--- src/sv/spit_pkg.sv ---
`default_nettype none
package spit_pkg;

  typedef logic [15:0] thr_t;
  typedef logic [1:0]  stage_t;

  typedef enum logic [1:0] {
    CMD_TICK     = 2'd0,
    CMD_ACTIVITY = 2'd1,
    CMD_INH_ADD  = 2'd2,
    CMD_INH_DROP = 2'd3
  } cmd_t;

  // configuration register indexes
  localparam logic [1:0] REG_DIM  = 2'd0;
  localparam logic [1:0] REG_LOCK = 2'd1;
  localparam logic [1:0] REG_OFF  = 2'd2;

  // stage codes; STAGE_DONE means every stage has been passed
  localparam stage_t STAGE_DIM  = 2'd0;
  localparam stage_t STAGE_LOCK = 2'd1;
  localparam stage_t STAGE_OFF  = 2'd2;
  localparam stage_t STAGE_DONE = 2'd3;

  localparam thr_t DIM_RESET     = 16'd300;
  localparam thr_t LOCK_RESET    = 16'd600;
  localparam thr_t OFF_RESET     = 16'd900;
  localparam thr_t COUNTDOWN_MIN = 16'd1;

  typedef struct packed {
    thr_t dim;
    thr_t lock;
    thr_t off;
  } thr_set_t;

  typedef struct packed {
    logic armed;
    thr_t countdown;
  } arm_t;

  typedef struct packed {
    stage_t stage;
    logic   armed;
    thr_t   countdown;
    logic   dim_on;
    logic   power_on;
  } timer_state_t;

  typedef struct packed {
    cmd_t command;
    logic lock_held;
  } item_t;

  typedef struct packed {
    stage_t stage_now;
    logic   dim_active;
    logic   outputs_on;
    logic   lock_request;
    logic   inhibited;
    logic   timer_running;
  } result_t;

  // countdown load: next enabled threshold minus the largest one already passed
  function automatic arm_t arm_calc(stage_t stage, thr_set_t thr, logic inh_live);
    thr_t next_thr;
    thr_t passed;
    thr_t delay;
    arm_t r;
    if (stage == STAGE_DIM && thr.dim != '0) begin
      next_thr = thr.dim;
    end else if (stage <= STAGE_LOCK && thr.lock != '0) begin
      next_thr = thr.lock;
    end else if (stage <= STAGE_OFF && thr.off != '0) begin
      next_thr = thr.off;
    end else begin
      next_thr = '0;
    end
    passed = '0;
    if (stage >= STAGE_LOCK) begin
      passed = thr.dim;
    end
    if (stage >= STAGE_OFF && thr.lock > passed) begin
      passed = thr.lock;
    end
    if (stage >= STAGE_DONE && thr.off > passed) begin
      passed = thr.off;
    end
    delay = (next_thr > passed) ? next_thr - passed : '0;
    if (delay < COUNTDOWN_MIN) begin
      delay = COUNTDOWN_MIN;
    end
    r.armed     = (next_thr != '0) && !inh_live;
    r.countdown = r.armed ? delay : '0;
    return r;
  endfunction

endpackage
`default_nettype wire

--- src/sv/staged_idle_power_timer_core.sv ---
// Staged inactivity timer: dim, lock request, then display power off.
// Item channel: item_valid / item_stall carry command (tick, activity,
// inhibitor added, inhibitor removed) and lock_held. Result channel:
// result_valid / result_stall carry the stage reached, dim, power, a
// one-result lock request pulse, inhibit status and countdown status.
// Each accepted transaction gives exactly one result.
// An accepted item is captured in the input register, and its result is then
// captured in the result register, which raises result_valid.
// Throughput is one item per cycle while result_stall is low, set by the single
// next-state update between the input register and the result register.
// When the receiver stalls, the result register holds and the input
// register still takes one more item; after that item_stall follows
// result_stall.
// Configuration: cfg_wr_en, cfg_index, cfg_data write the dim, lock and off
// thresholds (index 0..2) and re-arm the countdown; other indexes are
// ignored. Write only while no transaction is in flight.
// Reset (rst, synchronous): thresholds 300/600/900, stage 0, power on,
// countdown armed with the dim threshold, no result pending.
`default_nettype none
module staged_idle_power_timer_core
  import spit_pkg::*;
#(
  parameter int INHIBIT_COUNT_MAX = 255
) (
  input  wire logic        clk,
  input  wire logic        rst,
  input  wire logic        cfg_wr_en,
  input  wire logic [1:0]  cfg_index,
  input  wire logic [15:0] cfg_data,
  input  wire logic        item_valid,
  output logic             item_stall,
  input  wire logic [1:0]  command,
  input  wire logic        lock_held,
  output logic             result_valid,
  input  wire logic        result_stall,
  output logic [1:0]       stage_now,
  output logic             dim_active,
  output logic             outputs_on,
  output logic             lock_request,
  output logic             inhibited,
  output logic             timer_running
);

  localparam int INH_W = $clog2(INHIBIT_COUNT_MAX + 1);
  localparam thr_set_t THR_RESET = '{dim: DIM_RESET, lock: LOCK_RESET, off: OFF_RESET};
  localparam arm_t     ARM_RESET = arm_calc(STAGE_DIM, THR_RESET, 1'b0);

  logic             advance;
  logic             held_valid;
  item_t            held;
  logic             process;
  timer_state_t     state;
  timer_state_t     state_next;
  thr_set_t         thr;
  thr_set_t         thr_next;
  logic [INH_W-1:0] inh;
  logic [INH_W-1:0] inh_next;
  result_t          result;
  result_t          result_next;

  assign advance = !result_valid || !result_stall;
  assign process = held_valid && advance;

  spit_in_stage u_in_stage (
    .clk        (clk),
    .rst        (rst),
    .item_valid (item_valid),
    .item_stall (item_stall),
    .command    (command),
    .lock_held  (lock_held),
    .advance    (advance),
    .held_valid (held_valid),
    .held       (held)
  );

  spit_step #(
    .INHIBIT_COUNT_MAX (INHIBIT_COUNT_MAX)
  ) u_step (
    .state       (state),
    .thr         (thr),
    .inh         (inh),
    .cfg_wr_en   (cfg_wr_en),
    .cfg_index   (cfg_index),
    .cfg_data    (cfg_data),
    .process     (process),
    .item        (held),
    .state_next  (state_next),
    .thr_next    (thr_next),
    .inh_next    (inh_next),
    .result_next (result_next)
  );

  always_ff @(posedge clk) begin
    if (rst) begin
      state.stage     <= STAGE_DIM;
      state.armed     <= ARM_RESET.armed;
      state.countdown <= ARM_RESET.countdown;
      state.dim_on    <= 1'b0;
      state.power_on  <= 1'b1;
      thr             <= THR_RESET;
      inh             <= '0;
    end else begin
      state <= state_next;
      thr   <= thr_next;
      inh   <= inh_next;
    end
  end

  always_ff @(posedge clk) begin
    if (rst) begin
      result_valid <= 1'b0;
    end else if (advance) begin
      result_valid <= held_valid;
    end
  end

  always_ff @(posedge clk) begin
    if (process) begin
      result <= result_next;
    end
  end

  assign stage_now     = result.stage_now;
  assign dim_active    = result.dim_active;
  assign outputs_on    = result.outputs_on;
  assign lock_request  = result.lock_request;
  assign inhibited     = result.inhibited;
  assign timer_running = result.timer_running;

endmodule
`default_nettype wire

--- src/sv/spit_in_stage.sv ---
`default_nettype none
module spit_in_stage
  import spit_pkg::*;
(
  input  wire logic       clk,
  input  wire logic       rst,
  input  wire logic       item_valid,
  output logic            item_stall,
  input  wire logic [1:0] command,
  input  wire logic       lock_held,
  input  wire logic       advance,
  output logic            held_valid,
  output item_t           held
);

  logic load_en;

  // holds one transaction; frees up whenever the result stage can move
  assign load_en    = !held_valid || advance;
  assign item_stall = !load_en;

  always_ff @(posedge clk) begin
    if (rst) begin
      held_valid <= 1'b0;
    end else if (load_en) begin
      held_valid <= item_valid;
    end
  end

  always_ff @(posedge clk) begin
    if (load_en && item_valid) begin
      held.command   <= cmd_t'(command);
      held.lock_held <= lock_held;
    end
  end

endmodule
`default_nettype wire

--- src/sv/spit_step.sv ---
`default_nettype none
module spit_step
  import spit_pkg::*;
#(
  parameter  int INHIBIT_COUNT_MAX = 255,
  localparam int INH_W             = $clog2(INHIBIT_COUNT_MAX + 1)
) (
  input  wire timer_state_t     state,
  input  wire thr_set_t         thr,
  input  wire logic [INH_W-1:0] inh,
  input  wire logic             cfg_wr_en,
  input  wire logic [1:0]       cfg_index,
  input  wire logic [15:0]      cfg_data,
  input  wire logic             process,
  input  wire item_t            item,
  output timer_state_t          state_next,
  output thr_set_t              thr_next,
  output logic [INH_W-1:0]      inh_next,
  output result_t               result_next
);

  localparam logic [INH_W-1:0] INH_LIMIT = INH_W'(INHIBIT_COUNT_MAX);

  logic   fire_found;
  stage_t fire_stage;
  logic   do_arm;
  logic   pulse;
  thr_t   cd;
  arm_t   arm_r;

  // first enabled stage at or above the current one
  always_comb begin
    fire_found = 1'b1;
    fire_stage = STAGE_DIM;
    if (state.stage == STAGE_DIM && thr.dim != '0) begin
      fire_stage = STAGE_DIM;
    end else if (state.stage <= STAGE_LOCK && thr.lock != '0) begin
      fire_stage = STAGE_LOCK;
    end else if (state.stage <= STAGE_OFF && thr.off != '0) begin
      fire_stage = STAGE_OFF;
    end else begin
      fire_found = 1'b0;
    end
  end

  always_comb begin
    state_next = state;
    thr_next   = thr;
    inh_next   = inh;
    do_arm     = 1'b0;
    pulse      = 1'b0;
    cd         = (state.countdown != '0) ? state.countdown - 16'd1 : '0;
    if (cfg_wr_en) begin
      unique case (cfg_index)
        REG_DIM: begin
          thr_next.dim = cfg_data;
          do_arm       = 1'b1;
        end
        REG_LOCK: begin
          thr_next.lock = cfg_data;
          do_arm        = 1'b1;
        end
        REG_OFF: begin
          thr_next.off = cfg_data;
          do_arm       = 1'b1;
        end
        default: ;
      endcase
    end else if (process) begin
      unique case (item.command)
        CMD_TICK: begin
          if (state.armed) begin
            state_next.countdown = cd;
            if (cd == '0) begin
              state_next.armed = 1'b0;
              if (fire_found) begin
                unique case (fire_stage)
                  STAGE_DIM:  state_next.dim_on   = 1'b1;
                  STAGE_LOCK: pulse               = !item.lock_held;
                  default:    state_next.power_on = 1'b0;
                endcase
                state_next.stage = stage_t'(fire_stage + 2'd1);
                do_arm           = 1'b1;
              end
            end
          end
        end
        CMD_ACTIVITY: begin
          // a lock is left as it is
          if (state.stage != STAGE_DIM) begin
            if (state.stage == STAGE_DONE) begin
              state_next.power_on = 1'b1;
            end
            state_next.dim_on = 1'b0;
            state_next.stage  = STAGE_DIM;
          end
          do_arm = 1'b1;
        end
        CMD_INH_ADD: begin
          if (inh < INH_LIMIT) begin
            inh_next = inh + INH_W'(1);
          end
          do_arm = 1'b1;
        end
        CMD_INH_DROP: begin
          if (inh != '0) begin
            inh_next = inh - INH_W'(1);
          end
          do_arm = 1'b1;
        end
      endcase
    end
    arm_r = arm_calc(state_next.stage, thr_next, inh_next != '0);
    if (do_arm) begin
      state_next.armed     = arm_r.armed;
      state_next.countdown = arm_r.countdown;
    end
    result_next.stage_now     = state_next.stage;
    result_next.dim_active    = state_next.dim_on;
    result_next.outputs_on    = state_next.power_on;
    result_next.lock_request  = pulse;
    result_next.inhibited     = inh_next != '0;
    result_next.timer_running = state_next.armed;
  end

endmodule
`default_nettype wire

--- config.mk ---
export PLATFORM = sky130hd
export DESIGN_NAME = staged_idle_power_timer_core
export DESIGN_NICKNAME = d
export VERILOG_FILES = /design/src/sv/spit_pkg.sv /design/src/sv/staged_idle_power_timer_core.sv /design/src/sv/spit_in_stage.sv /design/src/sv/spit_step.sv
export SDC_FILE = /design/constraint.sdc
export NUM_CORES = 1
export LEC_CHECK = 0
export BUFFER_PORTS_ARGS = -buffer_cell sky130_fd_sc_hd__buf_2
export CORE_UTILIZATION = 55
export DETAILED_ROUTE_END_ITERATION = 8
export PLACE_DENSITY = 0.73
export SLEW_MARGIN = 20
export SYNTH_ARGS = -nofsm -noshare
export SYNTH_HDL_FRONTEND = slang
export SYNTH_SLANG_ARGS = --single-unit
--- constraint.sdc ---
create_clock -name clk -period 13.1 [get_ports clk]
set_clock_uncertainty 0.05 [all_clocks]
set_input_delay 2.62 -clock clk [delete_from_list [all_inputs] [get_ports clk]]
set_output_delay 2.62 -clock clk [all_outputs]
set_load 0.02 [all_outputs]
After elaboration in Yosys (flattened, before gate mapping)
Cells that the tools add are included.

Register bits after elaboration: 89. Output and inout bits: 9. Word-level logic and storage cells: 141.

Add/subtract/negate cells: 5. Order comparisons: 12. Equal/unequal tests: 8. Multiplexer cells: 48. Bitwise logic cells: 5. Reductions and logical operators: 44.

Operators by type and width (number): 2-to-1 mux 16 bit (13); nonzero test 16 bit (8); 2-to-1 mux 21 bit (3); > comparator 16 bit (3); 2-to-1 mux 48 bit (1); 2-to-1 mux 17 bit (2); 2-to-1 mux 8 bit (4); zero test 16 bit (1); less-than comparator 16 x 1 -> 1 bit, second input constant (1); 2-to-1 mux 2 bit (8); case mux 8 bit (2 select lines) (1); nonzero test 8 bit (2); subtractor 16 x 1 -> 16 bit, second input constant (1); subtractor 16 bit (1); 2-to-1 mux 1 bit (12); logical AND 1 bit (11); zero test 2 bit (5); adder 8 x 1 -> 8 bit, second input constant (1); == test 2 bit, second input constant (4); less-than comparator 8 bit, second input constant (1); case mux 2 bit (2 select lines) (2); nonzero test 2 bit (4); subtractor 8 x 1 -> 8 bit, second input constant (1); == test 2 x 1 -> 1 bit, second input constant (3); other kinds (15) (29).

Logic depth before layout (Yosys ltp)
Gate-level depths: netlist of the first run.

Word-level depth: 28. Mapped depth: 53.

Hierarchy
A second synthesis of the first run with hierarchy kept.

Cell total of the unflattened synthesis: 973. Area, all modules: 7966.4 sq um.

By module, submodules not included: spit_step (times used 1, cells each 792, area an instance 5495.3 sq um, seq. area each 0.0 sq um); staged_idle_power_timer_core (times used 1, cells each 174, area an instance 2331.0 sq um, seq. area each 1771.7 sq um); spit_in_stage (times used 1, cells each 7, area an instance 140.1 sq um, seq. area each 110.1 sq um).

Least setup slack after synthesis of the first run
No wires, ideal clock.

Path type: in2reg. From: input result_stall. To: register, netlist name state[2]. Library setup time: 0.060 ns. Arrival time: 11.972 ns. Required time: 12.990 ns. Path slack: 1.018 ns. Cell stages on the path: 48. Buffers on the path: 3. Cell sequence: a21boi_0 nor2b_1 and3_1 nand2_1 o31ai_2 nor2_1 nand2_1 clkbuf_1 nand2_1 ha_1 a21o_1 a21oi_1 nor2b_1 o21ai_0 nand2b_1 a21oi_1 nor2b_1 o21ai_0 [... 12 more ...] o31ai_1 nor2_1 buf_2 mux2i_1 ha_1 inv_1 fa_1 a21o_1 a21oi_1 o21ai_0 a21oi_1 o21bai_1 a211o_1 and4_1 or3_1 or4b_1 o311ai_0 a41o_1.

Word-level cells in the longest chain between the ends: 19. Elaborated cells between the ends (all ways): 44. Classes of those cells: 1 x add/sub; 9 x order compare; 1 x eq/ne; 16 x mux; 17 x reduce/logical.

RTL lines: from (decl) (RTL line staged_idle_power_timer_core.sv:35) `input wire logic result_stall,`; zero test 1 bit (*) (RTL line staged_idle_power_timer_core.sv:61) `assign advance = !result_valid || !result_stall;`; logical OR 1 bit (*) (RTL line staged_idle_power_timer_core.sv:61); logical AND 1 bit (*) (RTL line staged_idle_power_timer_core.sv:62) `assign process = held_valid && advance;`; 2-to-1 mux 21 bit (RTL line spit_step.sv:69) `end else if (process) begin`; 2-to-1 mux 21 bit (RTL line spit_step.sv:53) `if (cfg_wr_en) begin`; greater-or-equal comparator 2 x 1 -> 1 bit (RTL line spit_pkg.sv:79) `if (stage >= STAGE_LOCK) begin`; 2-to-1 mux 16 bit (RTL line spit_pkg.sv:79); > comparator 16 bit (RTL line spit_pkg.sv:82) `if (stage >= STAGE_OFF && thr.lock > passed) begin`; [... 3 more ...]; logical AND 1 bit (RTL line spit_pkg.sv:85) `if (stage >= STAGE_DONE && thr.off > passed) begin`; 2-to-1 mux 16 bit (RTL line spit_pkg.sv:85); subtractor 16 bit or > comparator 16 bit (tied branches) (RTL line spit_pkg.sv:88) `delay = (next_thr > passed) ? next_thr - passed : '0;`; 2-to-1 mux 16 bit (RTL line spit_pkg.sv:88); less-than comparator 16 x 1 -> 1 bit (RTL line spit_pkg.sv:89) `if (delay < COUNTDOWN_MIN) begin`; 2-to-1 mux 16 bit (RTL line spit_pkg.sv:89); 2-to-1 mux 16 bit (RTL line spit_pkg.sv:93) `r.countdown = r.armed ? delay : '0;`; 2-to-1 mux 17 bit (RTL line spit_step.sv:114) `if (do_arm) begin`.

Mark *: on every way between the ends. The rest lies on a longest branch, timed or not. The select of a mux whose other input is x is not followed. A chain may end at the register's enable or synchronous reset.

Worst setup path in the final report of the first run
From: input result_stall. To: register, netlist name state[2].

Word-level cells in the longest chain between the ends: 19. Elaborated cells between the ends (all ways): 44. Classes of those cells: 1 x add/sub; 9 x order compare; 1 x eq/ne; 16 x mux; 17 x reduce/logical.

RTL lines: zero test 1 bit (*) (RTL line staged_idle_power_timer_core.sv:61); logical OR 1 bit (*) (RTL line staged_idle_power_timer_core.sv:61); logical AND 1 bit (*) (RTL line staged_idle_power_timer_core.sv:62); via process (RTL line staged_idle_power_timer_core.sv:51) `logic process;`; 2-to-1 mux 21 bit (RTL line spit_step.sv:69); 2-to-1 mux 21 bit (RTL line spit_step.sv:53); greater-or-equal comparator 2 x 1 -> 1 bit (RTL line spit_pkg.sv:79); 2-to-1 mux 16 bit (RTL line spit_pkg.sv:79); [... 4 more ...]; logical AND 1 bit (RTL line spit_pkg.sv:85); 2-to-1 mux 16 bit (RTL line spit_pkg.sv:85); subtractor 16 bit or > comparator 16 bit (tied branches) (RTL line spit_pkg.sv:88); 2-to-1 mux 16 bit (RTL line spit_pkg.sv:88); less-than comparator 16 x 1 -> 1 bit (RTL line spit_pkg.sv:89); 2-to-1 mux 16 bit (RTL line spit_pkg.sv:89); 2-to-1 mux 16 bit (RTL line spit_pkg.sv:93); 2-to-1 mux 17 bit (RTL line spit_step.sv:114).

Mark *: on every way through the listed nets, which the timed path passes. The rest lies on a longest branch. The select of a mux whose other input is x is not followed.

==> results of run 1 <==
## synth_stat cells (all sizes together) (3+ instances only)
cell	number	share of area, %
a211oi	10	1.0
a21boi	3	0.31
a21o	14	1.4
a21oi	46	3.2
a221oi	5	0.60
a31oi	7	0.60
a32oi	3	0.36
a41o	4	0.55
and2	7	0.60
and3	4	0.34
and4	3	0.36
buf	11	0.93
clkbuf	26	1.3
dfxtp	79	22
edfxtp	10	4.1
ha	54	9.3
inv	65	3.3
mux2	31	4.8
mux2i	60	8.2
nand2	76	4.0
nand2b	11	0.94
nand3	16	1.1
nand3b	3	0.31
nand4	28	2.4
nor2	101	5.3
nor2b	14	1.2
nor3	20	1.8
nor3b	3	0.31
nor4	9	0.86
o2111ai	14	1.7
o211ai	4	0.41
o21ai	52	3.6
o221ai	3	0.36
o22ai	11	0.94
o31ai	12	1.3
o32ai	3	0.62
o41ai	6	0.82
or2	4	0.38
or3	7	0.60
or4	14	1.5
or4b	3	0.41
xnor2	13	1.6
xor2	4	0.48
## flip-flops by register name, summed over array words and instances, names as in the netlist
signal,count
dim_active,1
result_valid,1
timer_running,1
lock_request,1
inh,8
u_in_stage.held_valid,1
stage_now,2
state,21
thr,48
inhibited,1
u_in_stage.held,3
outputs_on,1
## per-stage QoR
step / setup slack, ps / area, sq um
detailed placement: 544 / 7630
CTS: 881 / 7930
global placement: 794 / 7630
finish: 1080 / 7940
floorplan: 1020 / 7280
global route: 124 / 7940
## metal layers
| layer | GRT usage [%] | share of wire, % |
|---|---|---|
| met1 | 49.0 | 46 |
| met4 | 10.2 | 1.9 |
| met5 | 0 | 0 |
| met3 | 5.92 | 9.9 |
| met2 | 50.6 | 43 |
## cell type report
class | count | area (sq um) | share of cell area (%)
Clock buffer | 11 | 254 | 3.20
Clock inverter | 5 | 42.5 | 0.536
Inverter | 66 | 248 | 3.12
Multi-Input combinational cell | 711 | 5000 | 63.0
Sequential cell | 89 | 1880 | 23.7
Tap cell | 172 | 215 | 2.71
Timing Repair Buffer | 51 | 298 | 3.75
## worst max-delay path, delay by kind of cell
family	cells	cell delay [ps]
buffers and inverters	2	160
muxes	2	680
and+or+nand+nor	17	3570
adders and majority gates	4	1200
AOI/OAI and AO/OA	21	4020
## cell families after synthesis
| family | share of synthesized area, % |
|---|---|
| AO/OA/AOI/OAI | 20.9 |
| XOR/XNOR | 2.04 |
| adder cells (fa/ha/maj) | 9.55 |
| buffers and inverters | 5.67 |
| flip-flops | 25.8 |
| multiplexers | 13.0 |
| AND/OR/NAND/NOR | 23.0 |
## worst min-delay path by stage
stage	depth (start not counted)	endpoint	slack [ps]	from
finish	2	result_valid	430	u_in_stage.held_valid
global route	2	result_valid	470	u_in_stage.held_valid
CTS	2	result_valid	440	u_in_stage.held_valid
detailed placement	2	result_valid	420	u_in_stage.held_valid
global placement	2	result_valid	410	u_in_stage.held_valid
floorplan	2	result_valid	390	u_in_stage.held_valid
## repair_timing
action                     4_1_cts  5_1_grt
setup buffers                    0        0
gates resized for setup          0        2
hold endpoints to repair         0        0
setup endpoints to repair        0        1
## power by group
| group | leakage (uW) | switching, uW | total [uW] | internal, uW |
|---|---|---|---|---|
| Sequential | 0.000737 | 12.9 | 300 | 287 |
| Clock | 0.000148 | 119 | 262 | 143 |
| Combinational | 0.00253 | 98.9 | 158 | 59.1 |
| Total | 0.00341 | 231 | 720 | 490 |
==> results by stage, run 1 <==
Route:
- The detailed router finished its first iteration with 992 violations.
- The first detailed-routing pass ran for 7 iterations.
- The number of nets with antenna violations after routing is 0.
- The remaining routing DRC violations is 0.
- The vias after detailed routing is 7088.
- The mean routed wirelength per cell is 19.8 um.
- The total wire length after detailed routing is 21800 um.
- After detailed routing, the number of vias per cell comes to 6.41.

Timing:
- In this run the tightest slew margin relative to its limit is 25.4%.
- Summed over all failing endpoints, the final setup total negative slack is 0 ps.
- The final-report max-slew violation count is 0.
- Setup repair after global routing left no endpoint under its margin.
- For the pin with the worst max-slew slack, the measured transition is 1120 ps.
- Setup violations remaining at the end of the flow were counted as 0.
- Of the available clock period, the critical path in the final layout requires 91.8%.
- Across all hold checks on the routed design, the worst slack comes to 434 ps.
- The hold violation count in the final report came to 0.
- Subtracting the final worst setup slack from the clock period gives 12020 ps.
- The maximum clock rate is 0.0832 GHz.

CTS:
- The number of buffers inserted by hold repair at cts is 0.
- The deepest clock path buffer count is 2.
- The number of sinks handled by clock tree synthesis is 89.
- In this run the number of H-tree levels came out at 3.
- The clock tree root driver cell is clkbuf_16.
- The CTS clock-pin slew for the worst setup and hold paths is 70 ps.
- The TritonCTS clock tree is done.
- The number of clock buffers added by TritonCTS is 9.
- The clock reaches the later pin of the worst-skew pair after 360 ps.

Status:
- The flow ran to the end, and the final reports show no timing, DRC or antenna violations.

GRT:
- The initial antenna violation count is 0.
- The maximum number of pins on one net before global-route repair is 65.
- Summed over all layers, the global routing overflow is 0.
- The first global-routing pass estimated 35000 um of wire.
- The all-layer global routing usage is 33.7%.
- The number of global-route vias before repair is 6443.

Placed design:
- The HPWL after detailed placement is 16900 um.
- At the end of routability-driven placement, the weighted congestion stood at 1.00.
- Once placement completed, the tool counted placed cells totaling 1088.
- The number of port buffers is 34.

Synthesis:
- The post-synth net total is 984.
- The Yosys step of the flow raised 0 warnings.
- The primary flip-flop cell chosen by synthesis mapping is dfxtp_1.
- Counting flops with an async set or reset pin after synthesis yields a share of 0%.
- Summing every instance area after synthesis gives 7280 sq um.
- The number of different library cells in the post-synthesis netlist is 83.
- After synthesis, flip-flops and latches occupy 25.8% of the total area.
- The synthesized area per cell is 8.07 sq um.
- In the synthesized netlist, the number of instances is 903.
- The count of flip-flops with a built-in enable after synthesis is 10.
- In this run, synthesis produced a sequential element count of 89.

Critical path:
- The slowest cell on the critical path is or4b_1.
- The type of the worst setup path is in2reg.
- The peak per-stage delay on the critical path is 520 ps.
- For the worst flop-to-flop path, the logic depth is 49.
- STA classifies the critical path startpoint as an input port.
- STA puts the critical path data required time at 13350 ps.
- The largest driver fanout on the critical path is 16.
- The most prevalent standard cell on the critical path is a21oi_1.
- Data arrives at the worst endpoint at 12270 ps.
- The worst-case register-to-register setup slack is 2080 ps.
- In this run the critical register-to-register path is captured at state[2].
- In this run the critical register-to-register path is launched from thr[7].
- The most critical setup path has its endpoint at state[2].
- The type of destination of the critical path is a flip-flop.
- Tracing the worst setup path back leads to its startpoint at result_stall.

Pwr:
- Overall power consumption after layout is estimated at 720 uW.
- The standby leakage power is 0.00341 uW.
- Across the VDD grid, the largest voltage drop is 65.0 uV.
- Power spread over the standard cell area amounts to 90.7 nW/um^2.

Floorplan:
- The floorplan step set the die width to 117 um.
- For this design the top-level I/O count stands at 35.
- The count of standard-cell rows is 41.
- The initial core utilization is 57.0%.
- The core region is 12800 sq um.
- The die is 117 um tall.
- The die outline area is 13700 sq um.

Finish:
- Fill cells in the final layout number 1107.
- The library cell used most frequently in the layout, excluding fill and tap cells, is nor2_1.
- From synthesis to final layout, the design area changed by 8.98%.
- After the last flow step, the layout net total stands at 1009.
- The fraction of final layout cells with drive strength greater than 1 is 13.2%.
- The end-of-flow core utilization is 62.2%.
- The library cells used most frequently in the layout, excluding fill and tap cells, are 98 x nor2_1, 79 x dfxtp_1, 74 x nand2_1.
- The number of antenna repair diodes is 0.
- The number of non-filler instances in the completed layout is 1105.

Run:
- The count of max-cap constraint violations is 0.

Min path:
- The worst hold-check path type is reg2reg.
No activity file was read; power rests on OpenSTA's default activity.
==> inputs of run 2 (changes only) <==
--- a/config.mk
+++ b/config.mk
@@ -5,10 +5,11 @@
 export SDC_FILE = /design/constraint.sdc
 export NUM_CORES = 1
 export LEC_CHECK = 0
-export BUFFER_PORTS_ARGS = -buffer_cell sky130_fd_sc_hd__buf_2
+export ABC_AREA = 1
 export CORE_UTILIZATION = 55
 export DETAILED_ROUTE_END_ITERATION = 8
-export PLACE_DENSITY = 0.73
+export DONT_BUFFER_PORTS = 1
+export PLACE_DENSITY = 0.7
 export SLEW_MARGIN = 20
 export SYNTH_ARGS = -nofsm -noshare
 export SYNTH_HDL_FRONTEND = slang
==> results by stage, run 2 <==
Finish:
- The final-stage net count is 1341 (+33%).
- The design area was 8110 sq um (+2.2%).
- The largest registers in the layout are thr: 48 flops, state: 21 flops, inh: 8 flops.
- The number of non-filler instances in the completed layout is 1441 (+30%).
- Leaving out fill and tap cells, the most frequent cell in the layout is nand2_1.
- The flip-flop count of the largest register, all copies and words added is 48 (unchanged).
- In the layout the commonest cells are 333 x nand2_1, 187 x inv_1, 149 x nor2_1.
- The number of antenna repair diodes is 0 (unchanged).
- The register ranked first by flip-flop count is thr.
- The fraction of final layout cells with drive strength greater than 1 was 5.22% (-8.0 points).
- The area overhead of the layout relative to synthesis is 5.41%.

CTS:
- The deepest clock path buffer count is 2 (unchanged).
- The number of levels the H-tree was split into is 3 (unchanged).
- The worst-skew pair later-pin latency is 370 ps (about the same).
- The post-cts resize count was 0 (unchanged).
- The count of buffers added by post-CTS timing repair for setup is 0 (unchanged).
- The TritonCTS clock tree is done.
- The clock tree root driver cell is clkbuf_16.
- The number of buffers inserted by hold repair at cts is 0 (unchanged).
- The CTS clock-pin slew for the worst setup and hold paths is 80 ps (about the same).
- The TritonCTS buffer count is 9 (unchanged).
- The number of sinks handled by clock tree synthesis is 89 (unchanged).

Min path:
- The worst hold-check path type is reg2reg.
- The depth of the worst hold-timing path was 2 (unchanged).

Synthesis:
- The proportion of netlist area held by the largest area contributor is 20.6% (-1.2 points).
- The instance count of the mapped netlist is 1283 (+42%).
- Ranked by total cell area, the synthesized netlist is headed by dfxtp_1 21%, nand2_1 16%, inv_1 9.1%.
- The number of different library cells in the post-synthesis netlist came to 48 (-42%).
- Summed over all instances, the cell type with the most area after synthesis is dfxtp_1.
- The sequential area share after synthesis is 24.5% (-1.4 points).
- The async set-reset flop share out of synthesis came to 0% (unchanged).
- By instance count, the leading cell after synthesis is nand2_1.
- The primary flip-flop cell chosen by synthesis mapping is dfxtp_1.
- The synthesized area per cell is 6.00 sq um (-26%).
- The total standard cell area after synthesis came to 7690 sq um (+5.6%).
- The number of flip-flops and latches in the synthesized netlist is 89 (unchanged).
- The count of warnings emitted by yosys is 0 (unchanged).
- The post-synth net total is 1364 (+39%).
- In the synthesized netlist, the cells that appear most often are 333 x nand2_1, 187 x inv_1, 149 x nor2_1.
- The count of flip-flops with a built-in enable after synthesis is 10 (unchanged).

Floorplan:
- The die span in x was 120 um (+2.7%).
- The core footprint is 13500 sq um (+5.3%).
- The initial core utilization is 57.2% (+0.17 points).
- The count of standard-cell rows is 42 (+2.4%).
- The overall die height is 120 um (+2.7%).
- The number of ports placed on the die boundary is 35 (unchanged).
- The die outline area is 14500 sq um (+5.5%).

Timing:
- The hold violation count in the final report came to 0 (unchanged).
- The measured slew at the worst slew-check pin is 982 ps (-135 ps).
- The share of the cycle needed by the critical path after routing was 86.4% (-5.3 points).
- The final critical path time including I/O delays and setup was 11320 ps (-699 ps).
- The maximum clock rate was 0.0883 GHz (+6.2%).
- The setup violation total in the final timing report is 0 (unchanged).
- The final setup TNS came to 0 ps (unchanged).
- Setup repair after global routing left no endpoint under its margin.
- The worst slew margin relative to its limit is 34.4% (+9.0 points).
- The final-report max-slew violation count came to 0 (unchanged).

Route:
- The number of violations reported at the end of detailed-routing iteration 0 is 983 (-0.91%).
- The mean routed wirelength per cell is 16.1 um (-18%).
- The post-detailed-route via-to-cell ratio is 5.67 (-12%).
- The number of optimization iterations in the first detailed-route pass was 7 (unchanged).
- The number of nets with antenna violations after routing is 0 (unchanged).
- The vias after detailed routing is 8171 (+15%).
- The total wire length after detailed routing came to 23200 um (+6.4%).
- The remaining routing DRC violations is 0 (unchanged).

Placed design:
- The number of placed cells counting well taps is 1425 (+31%).
- The total placed instance area is 7770 sq um (+1.8%).
- The number of port buffers is 0 (-100%).
- The detailed placer's ending HPWL came to 18200 um (+7.5%).
- The weighted congestion reported at the end of routability-driven placement is 0.940 (-6.3%).

Status:
- The flow ran to the end, and the final reports show no timing, DRC or antenna violations.

Critical path:
- The critical path required time is 13360 ps (about the same).
- The critical path arrival is 11580 ps (-690 ps).
- The type of destination of the critical path is a flip-flop.
- The most prevalent standard cell on the critical path is nand2_1.
- The category of the worst setup path launch point is an input port.
- The largest driver fanout on the critical path is 32 (+16).
- The peak per-stage delay on the critical path was 650 ps (+130 ps).
- The type of the worst setup path is in2reg.
- The worst reg2reg path depth is 52 (+6.1%).
- The slowest cell on the critical path is nand2_1.

GRT:
- The initial antenna violation count is 0 (unchanged).
- The all-layer global routing usage came to 34.0% (+0.30 points).
- The overall overflow remaining after global route came to 0 (unchanged).
- The maximum number of pins on one net before global-route repair is 55 (-15%).
- The wire length of the first global-routing pass came to 38500 um (+10%).
- The number of global-route vias before repair was 7621 (+18%).

Pwr:
- The worst vdd rail ir drop is 101 uV (+55%).
- The power density over the cells is 100 nW/um^2 (+10%).
- The standby leakage power came to 0.00426 uW (+25%).

Run:
- The count of max-cap constraint violations is 0 (unchanged).
==> run 2: worst paths after layout <==
path | start | end | slack (ps)
hold reg to reg | u_in_stage.held_valid | result_valid | 450
hold / removal | u_in_stage.held_valid | result_valid | 450
setup reg to reg | state[2] | state[2] | 3070
setup / recovery | result_stall | state[2] | 1780
==> run 2: where the power goes <==
part	internal [uW]	total (uW)	switching, uW
clock network	171	302	130
logic	67.2	207	140
registers	291	304	12.8
total	530	813	283
==> run 2: logic make-up (layout without fill, tap and decap cells) <==
kind of cell / count (synthesis) / in the layout / synth area share, %
flops: 89 / 89 / 24.5
buf+inv: 250 / 232 / 12.7
simple gates: 653 / 653 / 36.6
xor+xnor: 11 / 11 / 1.25
fa+ha+maj: 55 / 55 / 9.04
compound gates: 225 / 225 / 16.0
==> run 2: layout make-up <==
class | instances | area (sq um)
inverters | 213 | 800
repair buffers | 3 | 22.5
flip-flops and latches | 89 | 1880
clock buffers | 9 | 225
fillers | 1403 | 5340
clock inverters | 7 | 113
multi-input cells | 944 | 4850
well taps | 176 | 220
==> run 2: layer usage <==
metal	vias up	wire (um)	track usage [%]
met5	-	0	0
met1	3674	10700	46.8
met3	53	2030	7.97
li1	4104	-	-
met4	0	679	12.9
met2	340	9830	51.3
==> run 2: stage by stage <==
stage	hold WS [ps]	total power, uW	util, %	setup slack (ps)
5_1_grt	483	856	60.3	770
3_3_place_gp	423	510	57.7	1790
4_1_cts	459	811	60.3	1940
2_1_floorplan	401	462	-	3210
6_report	453	813	60.3	1780
3_5_place_dp	448	510	57.7	1600
==> run 2: worst max-delay path, delay by kind of cell <==
kind | cells | cell delay (ps)
buffers and inverters | 11 | 1290
adders and majority gates | 4 | 1150
and+or+nand+nor | 22 | 4410
AOI/OAI and AO/OA | 15 | 2040
